### config.mk
export PLATFORM = sky130hd
export DESIGN_NAME = multilevel_round_robin_scheduler_unit
export DESIGN_NICKNAME = d
export VERILOG_FILES = /design/src/sv/mlrr_pkg.sv /design/src/sv/mlrr_out_buf.sv /design/src/sv/multilevel_round_robin_scheduler_unit.sv
export SDC_FILE = /design/constraint.sdc
export NUM_CORES = 2
export LEC_CHECK = 0
export BUFFER_PORTS_ARGS = -buffer_cell sky130_fd_sc_hd__buf_2
export CAP_MARGIN = 20
export CORE_MARGIN = 3
export CORE_UTILIZATION = 50
export CTS_CLUSTER_DIAMETER = 30
export DETAILED_ROUTE_END_ITERATION = 6
export MAX_ROUTING_LAYER = met4
export PLACE_DENSITY = 0.66
export SYNTH_ARGS = -nofsm -noshare
export SYNTH_HDL_FRONTEND = slang
export SYNTH_HIERARCHICAL = 1
export SYNTH_SLANG_ARGS = --single-unit
export TNS_END_PERCENT = 100
### constraint.sdc
create_clock -name clk -period 13.9 [get_ports clk]
set_input_delay 0 -clock clk [delete_from_list [all_inputs] [get_ports clk]]
set_output_delay 0 -clock clk [all_outputs]
set_load 0.02 [all_outputs]
### src/sv/mlrr_pkg.sv
package mlrr_pkg;

	localparam int LEVELS    = 8;
	localparam int MAX_TASKS = 64;
	localparam int LV_W      = 3;
	localparam int ID_W      = 6;
	localparam int CNT_W     = 7;
	localparam int EV_W      = 8;
	localparam int DATA_W    = 32;

	// Request kinds
	localparam logic [2:0] KIND_INSERT  = 3'd0;
	localparam logic [2:0] KIND_REMOVE  = 3'd1;
	localparam logic [2:0] KIND_NEXT    = 3'd2;
	localparam logic [2:0] KIND_SETST   = 3'd3;
	localparam logic [2:0] KIND_UNBLOCK = 3'd4;

	// Result status codes
	localparam logic [2:0] ST_OK       = 3'd0;
	localparam logic [2:0] ST_BADPRIO  = 3'd1;
	localparam logic [2:0] ST_EMPTY    = 3'd2;
	localparam logic [2:0] ST_NOTFOUND = 3'd3;
	localparam logic [2:0] ST_NOREADY  = 3'd4;
	localparam logic [2:0] ST_DUPFULL  = 3'd5;

	// Task states
	localparam logic [1:0] TS_READY  = 2'd0;
	localparam logic [1:0] TS_ACTIVE = 2'd1;
	localparam logic [1:0] TS_WAIT   = 2'd2;

	typedef struct packed {
		logic [2:0]               kind;
		logic [ID_W-1:0]          task_id;
		logic [LV_W-1:0]          priority_req;
		logic [1:0]               task_state;
		logic [EV_W-1:0]          event_id;
		logic signed [DATA_W-1:0] ev_payload;
	} in_beat_t;

	typedef struct packed {
		logic [2:0]               status;
		logic [ID_W-1:0]          task_id_res;
		logic signed [DATA_W-1:0] event_data_res;
		logic                     woke;
		logic                     last;
	} out_beat_t;

endpackage

### src/sv/mlrr_out_buf.sv
module mlrr_out_buf (
	input  logic                clk,
	input  logic                arst_n,
	input  logic                load,
	input  mlrr_pkg::out_beat_t load_data,
	output logic                free,
	output logic                out_valid,
	input  logic                out_ready,
	output mlrr_pkg::out_beat_t out_data
);

	logic                valid_q;
	mlrr_pkg::out_beat_t data_q;

	// free when empty or when the held beat leaves this cycle
	assign free      = !valid_q || out_ready;
	assign out_valid = valid_q;
	assign out_data  = data_q;

	always_ff @(posedge clk or negedge arst_n) begin
		if (!arst_n) begin
			valid_q <= 1'b0;
		end else if (load) begin
			valid_q <= 1'b1;
		end else if (out_ready) begin
			valid_q <= 1'b0;
		end
	end

	always_ff @(posedge clk) begin
		if (load) begin
			data_q <= load_data;
		end
	end

endmodule

### src/sv/multilevel_round_robin_scheduler_unit.sv
// Channel | signals                          | beat
// in      | in_valid, in_ready, in_data       | one request (insert/remove/next/set/unblock)
// out     | out_valid, out_ready, out_data    | one result; last marks the final one
//
// One request at a time: in_ready is high only when the sequencer is idle.
// Insert and set_state need no walk; remove walks the queued tasks of its level,
// next visits the levels from 0 and walks each queued task up to a runnable one,
// and unblock visits every level and every queued task.
// The single read port of the link memory gives one hop a cycle unless unblock holds.
// A full output register stalls the sequencer; a new request is still taken
// while the last result waits. Reset is instant: no clearing pass.
module multilevel_round_robin_scheduler_unit (
	input  logic               clk,
	input  logic               arst_n,
	input  logic               in_valid,
	output logic               in_ready,
	input  mlrr_pkg::in_beat_t  in_data,
	output logic               out_valid,
	input  logic               out_ready,
	output mlrr_pkg::out_beat_t out_data
);

	localparam int LEVELS    = mlrr_pkg::LEVELS;
	localparam int MAX_TASKS = mlrr_pkg::MAX_TASKS;
	localparam int LV_W      = mlrr_pkg::LV_W;
	localparam int ID_W      = mlrr_pkg::ID_W;
	localparam int CNT_W     = mlrr_pkg::CNT_W;
	localparam int EV_W      = mlrr_pkg::EV_W;

	typedef enum logic [9:0] {
		S_IDLE     = 10'b00_0000_0001,
		S_DEC      = 10'b00_0000_0010,
		S_RM_START = 10'b00_0000_0100,
		S_RM_CHK   = 10'b00_0000_1000,
		S_NX_LVL   = 10'b00_0001_0000,
		S_NX_CHK   = 10'b00_0010_0000,
		S_UB_LVL   = 10'b00_0100_0000,
		S_UB_CHK   = 10'b00_1000_0000,
		S_UB_END   = 10'b01_0000_0000,
		S_EMIT     = 10'b10_0000_0000
	} state_t;

	state_t state_q, state_d;

	mlrr_pkg::in_beat_t  req_q;
	mlrr_pkg::out_beat_t res_q, res_d;

	// per-level queue descriptors
	logic [ID_W-1:0]  head_q  [LEVELS];
	logic [ID_W-1:0]  head_d  [LEVELS];
	logic [ID_W-1:0]  tail_q  [LEVELS];
	logic [ID_W-1:0]  tail_d  [LEVELS];
	logic [CNT_W-1:0] count_q [LEVELS];
	logic [CNT_W-1:0] count_d [LEVELS];
	logic [CNT_W-1:0] total_q, total_d;
	logic [MAX_TASKS-1:0] present_q, present_d;

	// walk registers
	logic [LV_W-1:0]  lv_q, lv_d;
	logic [ID_W-1:0]  cur_q, cur_d;
	logic [ID_W-1:0]  prev_q, prev_d;
	logic [CNT_W-1:0] step_q, step_d;
	logic             pend_v_q, pend_v_d;
	logic [ID_W-1:0]  pend_id_q, pend_id_d;

	// task memories, one shared read address
	logic [ID_W-1:0]      link_mem [MAX_TASKS];
	logic [LV_W-1:0]      lvl_mem  [MAX_TASKS];
	logic [EV_W+1:0]      st_mem   [MAX_TASKS];
	logic [MAX_TASKS-1:0] st_vld_q, st_vld_d;

	logic [ID_W-1:0] rd_addr;
	logic [ID_W-1:0] link_rd_q;
	logic [LV_W-1:0] lvl_rd_q;
	logic [EV_W+1:0] st_rd_q;

	logic            link_we;
	logic [ID_W-1:0] link_wa, link_wd;
	logic            lvl_we;
	logic            st_we;
	logic [ID_W-1:0] st_wa;
	logic [EV_W+1:0] st_wd;

	logic                obuf_load, obuf_free;
	mlrr_pkg::out_beat_t obuf_data;

	logic [ID_W-1:0]  hd, tl;
	logic [CNT_W-1:0] cnt;
	logic [CNT_W-1:0] step_inc;
	logic             lv_last;
	logic             match;
	logic [1:0]       rd_status;

	assign hd        = head_q[lv_q];
	assign tl        = tail_q[lv_q];
	assign cnt       = count_q[lv_q];
	assign step_inc  = step_q + CNT_W'(1);
	assign lv_last   = (lv_q == LV_W'(LEVELS - 1));
	assign rd_status = st_rd_q[EV_W+1:EV_W];
	assign match     = (rd_status == mlrr_pkg::TS_WAIT) && (st_rd_q[EV_W-1:0] == req_q.event_id);
	assign in_ready  = (state_q == S_IDLE);

	always_comb begin
		state_d   = state_q;
		res_d     = res_q;
		head_d    = head_q;
		tail_d    = tail_q;
		count_d   = count_q;
		total_d   = total_q;
		present_d = present_q;
		st_vld_d  = st_vld_q;
		lv_d      = lv_q;
		cur_d     = cur_q;
		prev_d    = prev_q;
		step_d    = step_q;
		pend_v_d  = pend_v_q;
		pend_id_d = pend_id_q;
		rd_addr   = cur_q;
		link_we   = 1'b0;
		link_wa   = tl;
		link_wd   = req_q.task_id;
		lvl_we    = 1'b0;
		st_we     = 1'b0;
		st_wa     = req_q.task_id;
		st_wd     = '0;
		obuf_load = 1'b0;
		obuf_data = res_q;

		case (state_q)
			S_IDLE: begin
				// read the named task's entries while decoding
				rd_addr = in_data.task_id;
				if (in_valid) begin
					lv_d     = in_data.priority_req;
					pend_v_d = 1'b0;
					res_d    = '0;
					res_d.last = 1'b1;
					state_d  = S_DEC;
				end
			end

			S_DEC: begin
				state_d = S_EMIT;
				case (req_q.kind)
					mlrr_pkg::KIND_INSERT: begin
						if (int'(req_q.priority_req) >= LEVELS) begin
							res_d.status = mlrr_pkg::ST_BADPRIO;
						end else if (present_q[req_q.task_id]
							|| total_q >= CNT_W'(MAX_TASKS)) begin
							res_d.status = mlrr_pkg::ST_DUPFULL;
						end else begin
							res_d.status = mlrr_pkg::ST_OK;
							present_d[req_q.task_id] = 1'b1;
							lvl_we = 1'b1;
							if (cnt == '0) begin
								head_d[lv_q] = req_q.task_id;
							end else begin
								link_we = 1'b1;
							end
							tail_d[lv_q]  = req_q.task_id;
							count_d[lv_q] = cnt + CNT_W'(1);
							total_d       = total_q + CNT_W'(1);
						end
					end
					mlrr_pkg::KIND_REMOVE: begin
						if (total_q == '0) begin
							res_d.status = mlrr_pkg::ST_EMPTY;
						end else if (!present_q[req_q.task_id]) begin
							res_d.status = mlrr_pkg::ST_NOTFOUND;
						end else begin
							lv_d    = lvl_rd_q;
							state_d = S_RM_START;
						end
					end
					mlrr_pkg::KIND_NEXT: begin
						lv_d    = '0;
						state_d = S_NX_LVL;
					end
					mlrr_pkg::KIND_SETST: begin
						st_we = 1'b1;
						st_wd = {req_q.task_state,
							(req_q.task_state == mlrr_pkg::TS_WAIT) ? req_q.event_id : EV_W'(0)};
						res_d.status = mlrr_pkg::ST_OK;
					end
					mlrr_pkg::KIND_UNBLOCK: begin
						lv_d    = '0;
						state_d = S_UB_LVL;
					end
					default: begin
						// unknown kinds give no result
						state_d = S_IDLE;
					end
				endcase
			end

			S_RM_START: begin
				cur_d   = hd;
				prev_d  = hd;
				step_d  = '0;
				rd_addr = hd;
				if (cnt == '0) begin
					res_d.status = mlrr_pkg::ST_NOTFOUND;
					state_d = S_EMIT;
				end else begin
					state_d = S_RM_CHK;
				end
			end

			S_RM_CHK: begin
				if (cur_q == req_q.task_id) begin
					// unlink: predecessor or head takes the successor
					if (step_q == '0) begin
						head_d[lv_q] = link_rd_q;
					end else begin
						link_we = 1'b1;
						link_wa = prev_q;
						link_wd = link_rd_q;
					end
					if (step_inc == cnt) begin
						tail_d[lv_q] = prev_q;
					end
					count_d[lv_q] = cnt - CNT_W'(1);
					present_d[req_q.task_id] = 1'b0;
					total_d = total_q - CNT_W'(1);
					res_d.status = mlrr_pkg::ST_OK;
					state_d = S_EMIT;
				end else if (step_inc >= cnt) begin
					res_d.status = mlrr_pkg::ST_NOTFOUND;
					state_d = S_EMIT;
				end else begin
					prev_d  = cur_q;
					cur_d   = link_rd_q;
					rd_addr = link_rd_q;
					step_d  = step_inc;
				end
			end

			S_NX_LVL: begin
				step_d  = '0;
				rd_addr = hd;
				if (cnt != '0) begin
					state_d = S_NX_CHK;
				end else if (lv_last) begin
					res_d.status = mlrr_pkg::ST_NOREADY;
					state_d = S_EMIT;
				end else begin
					lv_d = lv_q + LV_W'(1);
				end
			end

			S_NX_CHK: begin
				rd_addr = hd;
				// rotate head to tail
				if (cnt > CNT_W'(1)) begin
					head_d[lv_q] = link_rd_q;
					link_we = 1'b1;
					link_wa = tl;
					link_wd = hd;
					tail_d[lv_q] = hd;
					rd_addr = link_rd_q;
				end
				if (rd_status == mlrr_pkg::TS_READY || rd_status == mlrr_pkg::TS_ACTIVE) begin
					res_d.status      = mlrr_pkg::ST_OK;
					res_d.task_id_res = hd;
					state_d = S_EMIT;
				end else if (step_inc >= cnt) begin
					if (lv_last) begin
						res_d.status = mlrr_pkg::ST_NOREADY;
						state_d = S_EMIT;
					end else begin
						lv_d    = lv_q + LV_W'(1);
						state_d = S_NX_LVL;
					end
				end else begin
					step_d = step_inc;
				end
			end

			S_UB_LVL: begin
				step_d  = '0;
				cur_d   = hd;
				rd_addr = hd;
				if (cnt != '0) begin
					state_d = S_UB_CHK;
				end else if (lv_last) begin
					state_d = S_UB_END;
				end else begin
					lv_d = lv_q + LV_W'(1);
				end
			end

			S_UB_CHK: begin
				if (match && pend_v_q && !obuf_free) begin
					// hold until the previous woken beat can go out
					rd_addr = cur_q;
				end else begin
					if (match) begin
						st_we = 1'b1;
						st_wa = cur_q;
						st_wd = '0;
						if (pend_v_q) begin
							obuf_load = 1'b1;
							obuf_data = '0;
							obuf_data.status         = mlrr_pkg::ST_OK;
							obuf_data.task_id_res    = pend_id_q;
							obuf_data.event_data_res = req_q.ev_payload;
							obuf_data.woke           = 1'b1;
						end
						pend_v_d  = 1'b1;
						pend_id_d = cur_q;
					end
					if (step_inc >= cnt) begin
						if (lv_last) begin
							state_d = S_UB_END;
						end else begin
							lv_d    = lv_q + LV_W'(1);
							state_d = S_UB_LVL;
						end
					end else begin
						step_d  = step_inc;
						cur_d   = link_rd_q;
						rd_addr = link_rd_q;
					end
				end
			end

			S_UB_END: begin
				res_d.status = mlrr_pkg::ST_OK;
				if (pend_v_q) begin
					res_d.task_id_res    = pend_id_q;
					res_d.event_data_res = req_q.ev_payload;
					res_d.woke           = 1'b1;
				end
				state_d = S_EMIT;
			end

			S_EMIT: begin
				if (obuf_free) begin
					obuf_load = 1'b1;
					state_d   = S_IDLE;
				end
			end

			default: begin
				state_d = S_IDLE;
			end
		endcase

		if (st_we) begin
			st_vld_d[st_wa] = 1'b1;
		end
	end

	always_ff @(posedge clk or negedge arst_n) begin
		if (!arst_n) begin
			state_q   <= S_IDLE;
			head_q    <= '{default: '0};
			tail_q    <= '{default: '0};
			count_q   <= '{default: '0};
			total_q   <= '0;
			present_q <= '0;
			st_vld_q  <= '0;
			pend_v_q  <= 1'b0;
		end else begin
			state_q   <= state_d;
			head_q    <= head_d;
			tail_q    <= tail_d;
			count_q   <= count_d;
			total_q   <= total_d;
			present_q <= present_d;
			st_vld_q  <= st_vld_d;
			pend_v_q  <= pend_v_d;
		end
	end

	always_ff @(posedge clk) begin
		if (in_ready && in_valid) begin
			req_q <= in_data;
		end
		res_q     <= res_d;
		lv_q      <= lv_d;
		cur_q     <= cur_d;
		prev_q    <= prev_d;
		step_q    <= step_d;
		pend_id_q <= pend_id_d;
	end

	// task memories; a same-cycle write forwards to the read, but not in the level memory
	always_ff @(posedge clk) begin
		if (link_we) begin
			link_mem[link_wa] <= link_wd;
		end
		link_rd_q <= (link_we && link_wa == rd_addr) ? link_wd : link_mem[rd_addr];
	end

	always_ff @(posedge clk) begin
		if (lvl_we) begin
			lvl_mem[req_q.task_id] <= req_q.priority_req;
		end
		lvl_rd_q <= lvl_mem[rd_addr];
	end

	always_ff @(posedge clk) begin
		if (st_we) begin
			st_mem[st_wa] <= st_wd;
		end
		if (st_we && st_wa == rd_addr) begin
			st_rd_q <= st_wd;
		end else if (st_vld_q[rd_addr]) begin
			st_rd_q <= st_mem[rd_addr];
		end else begin
			st_rd_q <= '0;
		end
	end

	mlrr_out_buf u_out_buf (
		.clk       (clk),
		.arst_n    (arst_n),
		.load      (obuf_load),
		.load_data (obuf_data),
		.free      (obuf_free),
		.out_valid (out_valid),
		.out_ready (out_ready),
		.out_data  (out_data)
	);

`ifndef ASSERT_OFF
	a_busy_after_accept: assert property (@(posedge clk) disable iff (!arst_n)
		in_valid && in_ready |=> !in_ready)
		else $error("request accepted back to back");

	a_total_matches: assert property (@(posedge clk) disable iff (!arst_n)
		$countones(present_q) == int'(total_q))
		else $error("task total out of step with presence bits");

	a_load_when_free: assert property (@(posedge clk) disable iff (!arst_n)
		obuf_load |-> obuf_free)
		else $error("result beat loaded over a waiting beat");
`endif

endmodule

==> flow_summary.ini <==
[power_and_ir_drop]
peakVddDrop_v = 0.000356
power.leakage_uw = 0.0334
p_per_area_nw_per_um2 = 220

[sta]
final.min_clock_period_ns = 8.86
tightest_slew_ns = 1.19
max_freq_mhz = 113
rsz0062_at_grt = false
finalSetupTns_ns = 0
finClkSkew_ns = 0.0833
final-setup-viol-count = 0
maxSlewHeadroom_pct = 20.4
hold_viol_final = 0
period_share_pct = 63.7
maxSlewViolCount = 0

[run]
maxCapViolCount = 0

[cts]
cts_setup_buffers = 0
cts.clk_slew.worst_paths_ns = 0.04
clk_path_buf_depth = 4
clk_latency_ns = 0.93
cts_sinks = 1701
post_cts_resized = 0
cts_root_buffer = clkbuf_16
htreeDepth = 5
cts_tree = done
hold_buffers = 114
numCtsBuffers = 355

[grt]
grt_overflow = 0
antenna_found_initial = 5
grt_pass1_wl_um = 292000
grt_pass1_vias = 45800
track_usage_pct = 27.0
grt_max_degree = 179

[synthesis]
synth_warnings = 6
synth_edf_count = 1383
synth_cells = 5106
synth_area_um2 = 71500
synth.top_cell.area_share_pct = 58.1
ys_types = 110
synth.area.top_cells = edfxtp_1 58%, dfrtp_1 10%, mux2i_1 5.3%
synth_ff_type = edfxtp_1
synth_nets = 5183
syn_avg_cell_area_um2 = 14.0
synth_area_leader_cell = edfxtp_1
synth_seq_area_share_pct = 69.1
synthArstFlopShare_pct = 17.6
ys_ff_latch = 1701

[route]
viasPerCell = 6.00
first_iter_violations = 5335
via_count = 46200
ant_nets = 0
first_pass_iters = 6
drt-total-wl_um = 194000
wl_per_cell_um = 25.2
drc = 0

[die]
die_x_um = 384
die-area_um2 = 148000
die_h_um = 384
core-area_um2 = 142000
initial_core_util_pct = 50.4
placementRows = 138
ios = 103

[placed_design]
gp_congestion = 0.929
place_inst = 6943
io_buffers = 102
hpwl_um = 115000

[setup_path]
ff2ff_setup_slack_ns = 5.04
crit_path_start_kind = register
end_kind = register
critPathKind = register to register
critPathArrivalTime_ns = 9.58
startpoint = lv_q[1]
crit_fanout = 158
reg2reg_from = lv_q[1]
crit_required_ns = 14.62

[finish]
nets = 5613
multiInputGateArea_um2 = 20600
fin_cells = 7707
areaGrowthSynthToFinish_pct = 22.4
seqCellArea_um2 = 49400
final_common_cell = edfxtp_1
final_cell_mix = 1383 x edfxtp_1, 786 x nand2_1, 414 x nor2_1, 382 x mux2i_1, 363 x clkbuf_16
layout-drive-gt1-share_pct = 19.8
fill_cells = 10300

[min_path]
hold_path.class = input port to register
hp-start = in_valid

[status]
status = finished clean
[worst max-delay path, stage by stage, from the launching register on]
cell and delay [ns]:
edfxtp_1 0.31, buf_4 0.44, clkinv_1 0.54, nor2_1 0.67, a22o_1 0.35, inv_2 0.11, ha_1 0.34, a21oi_1 0.21
nand3_1 0.12, a221oi_2 0.43, o21ai_2 0.22, a2111oi_0 0.62, a311o_1 0.34, nor2_4 0.04, buf_4 0.30, clkinv_8 0.61
buf_4 0.64, buf_4 0.77, mux2i_1 0.30, a32o_1 0.18, nor4_1 0.07, o31a_1 0.34, o41ai_1 0.35, o21ai_1 0.09
[metrics by stage]
stage	instance area, um2	setup WS, ns	utilization, %	hold WS, ns	power, uW
2_1_floorplan	71500	8.70	-	-0.296	9310
3_3_place_gp	73900	5.52	52.1	0.173	10600
3_5_place_dp	74100	5.36	52.3	0.176	10700
4_1_cts	87400	5.27	61.6	0.0174	19200
5_1_grt	87500	4.63	61.7	0.0976	19900
6_report	87500	5.04	61.7	0.0929	19200
[sequential cells by signal, summed over array words and instances, names as in the netlist, 7 cells and up, named ones only]
name	cells
step_q	7
link_mem	384
state_q	10
st_rd_q	10
u_out_buf/out_data	43
st_mem	640
total_q	7
lvl_mem	192
tail_q	48
head_q	48
res_q	42
st_vld_q	64
req_q	54
count_q	56
[final timing paths]
| kind | to | depth (start not counted) |
|---|---|---|
| max in group asynchronous | count_q[20] | 6 |
| worst max register to register | st_rd_q[7] | 23 |
| worst min register to register | st_vld_q[21] | 1 |
| worst min-delay path | state_q[1] | 4 |
| min in group asynchronous | state_q[0] | 3 |
| worst max-delay path | st_rd_q[7] | 23 |
[synthesized netlist by cell type (20+ instances only)]
cell type and instances:
buf_4 28, clkbuf_1 125, nor3_1 26, nor2_1 416, nand2_1 788, a31oi_1 90, dfrtp_1 298, mux2i_1 382
and3_1 41, nor4_1 20, or2_2 63, o21ai_0 224, xnor2_1 22, buf_6 20, edfxtp_1 1383, and2_1 54
nand3_1 146, mux2_2 57, mux4_2 116, nor2b_1 28, a22oi_1 21, xor2_1 28, buf_2 96, a21oi_1 116
a32oi_1 48, a221oi_1 26, o22ai_1 24, inv_1 28
[cell families after synthesis]
| family | synth area share [%] |
|---|---|
| AOI/OAI and AO/OA | 7.34 |
| xor gates and xnor gates | 0.613 |
| adders and majority gates | 0.343 |
| buffers and inverters | 2.30 |
| DFF | 69.1 |
| muxes | 9.95 |
| and+or+nand+nor | 10.4 |
[routing by layer]
layer  track usage (%)  share of wire, %  up-vias
met5                 -                 0        -
met4              7.62               2.3        0
met3              6.09               9.6      341
met2              39.9                46     2349
met1              37.8                42    23300
li1                  -                 -    20200
[power by group]
group	internal [uW]	leakage (uW)	switching (uW)
clock	5770	0.00581	2730
sequential	5830	0.0184	195
combinational	1580	0.00920	3120
[layout make-up]
class / count / share of cell area, %
diodes: 3 / 0.00858
clock buffers: 408 / 10.7
clock inverters: 227 / 3.13
inverters: 37 / 0.176
multi-input cells: 3081 / 23.5
flip-flops and latches: 1701 / 56.4
well taps: 1890 / 2.70
repair buffers: 360 / 3.33
Note: power is estimated with default switching activity, not from simulation.
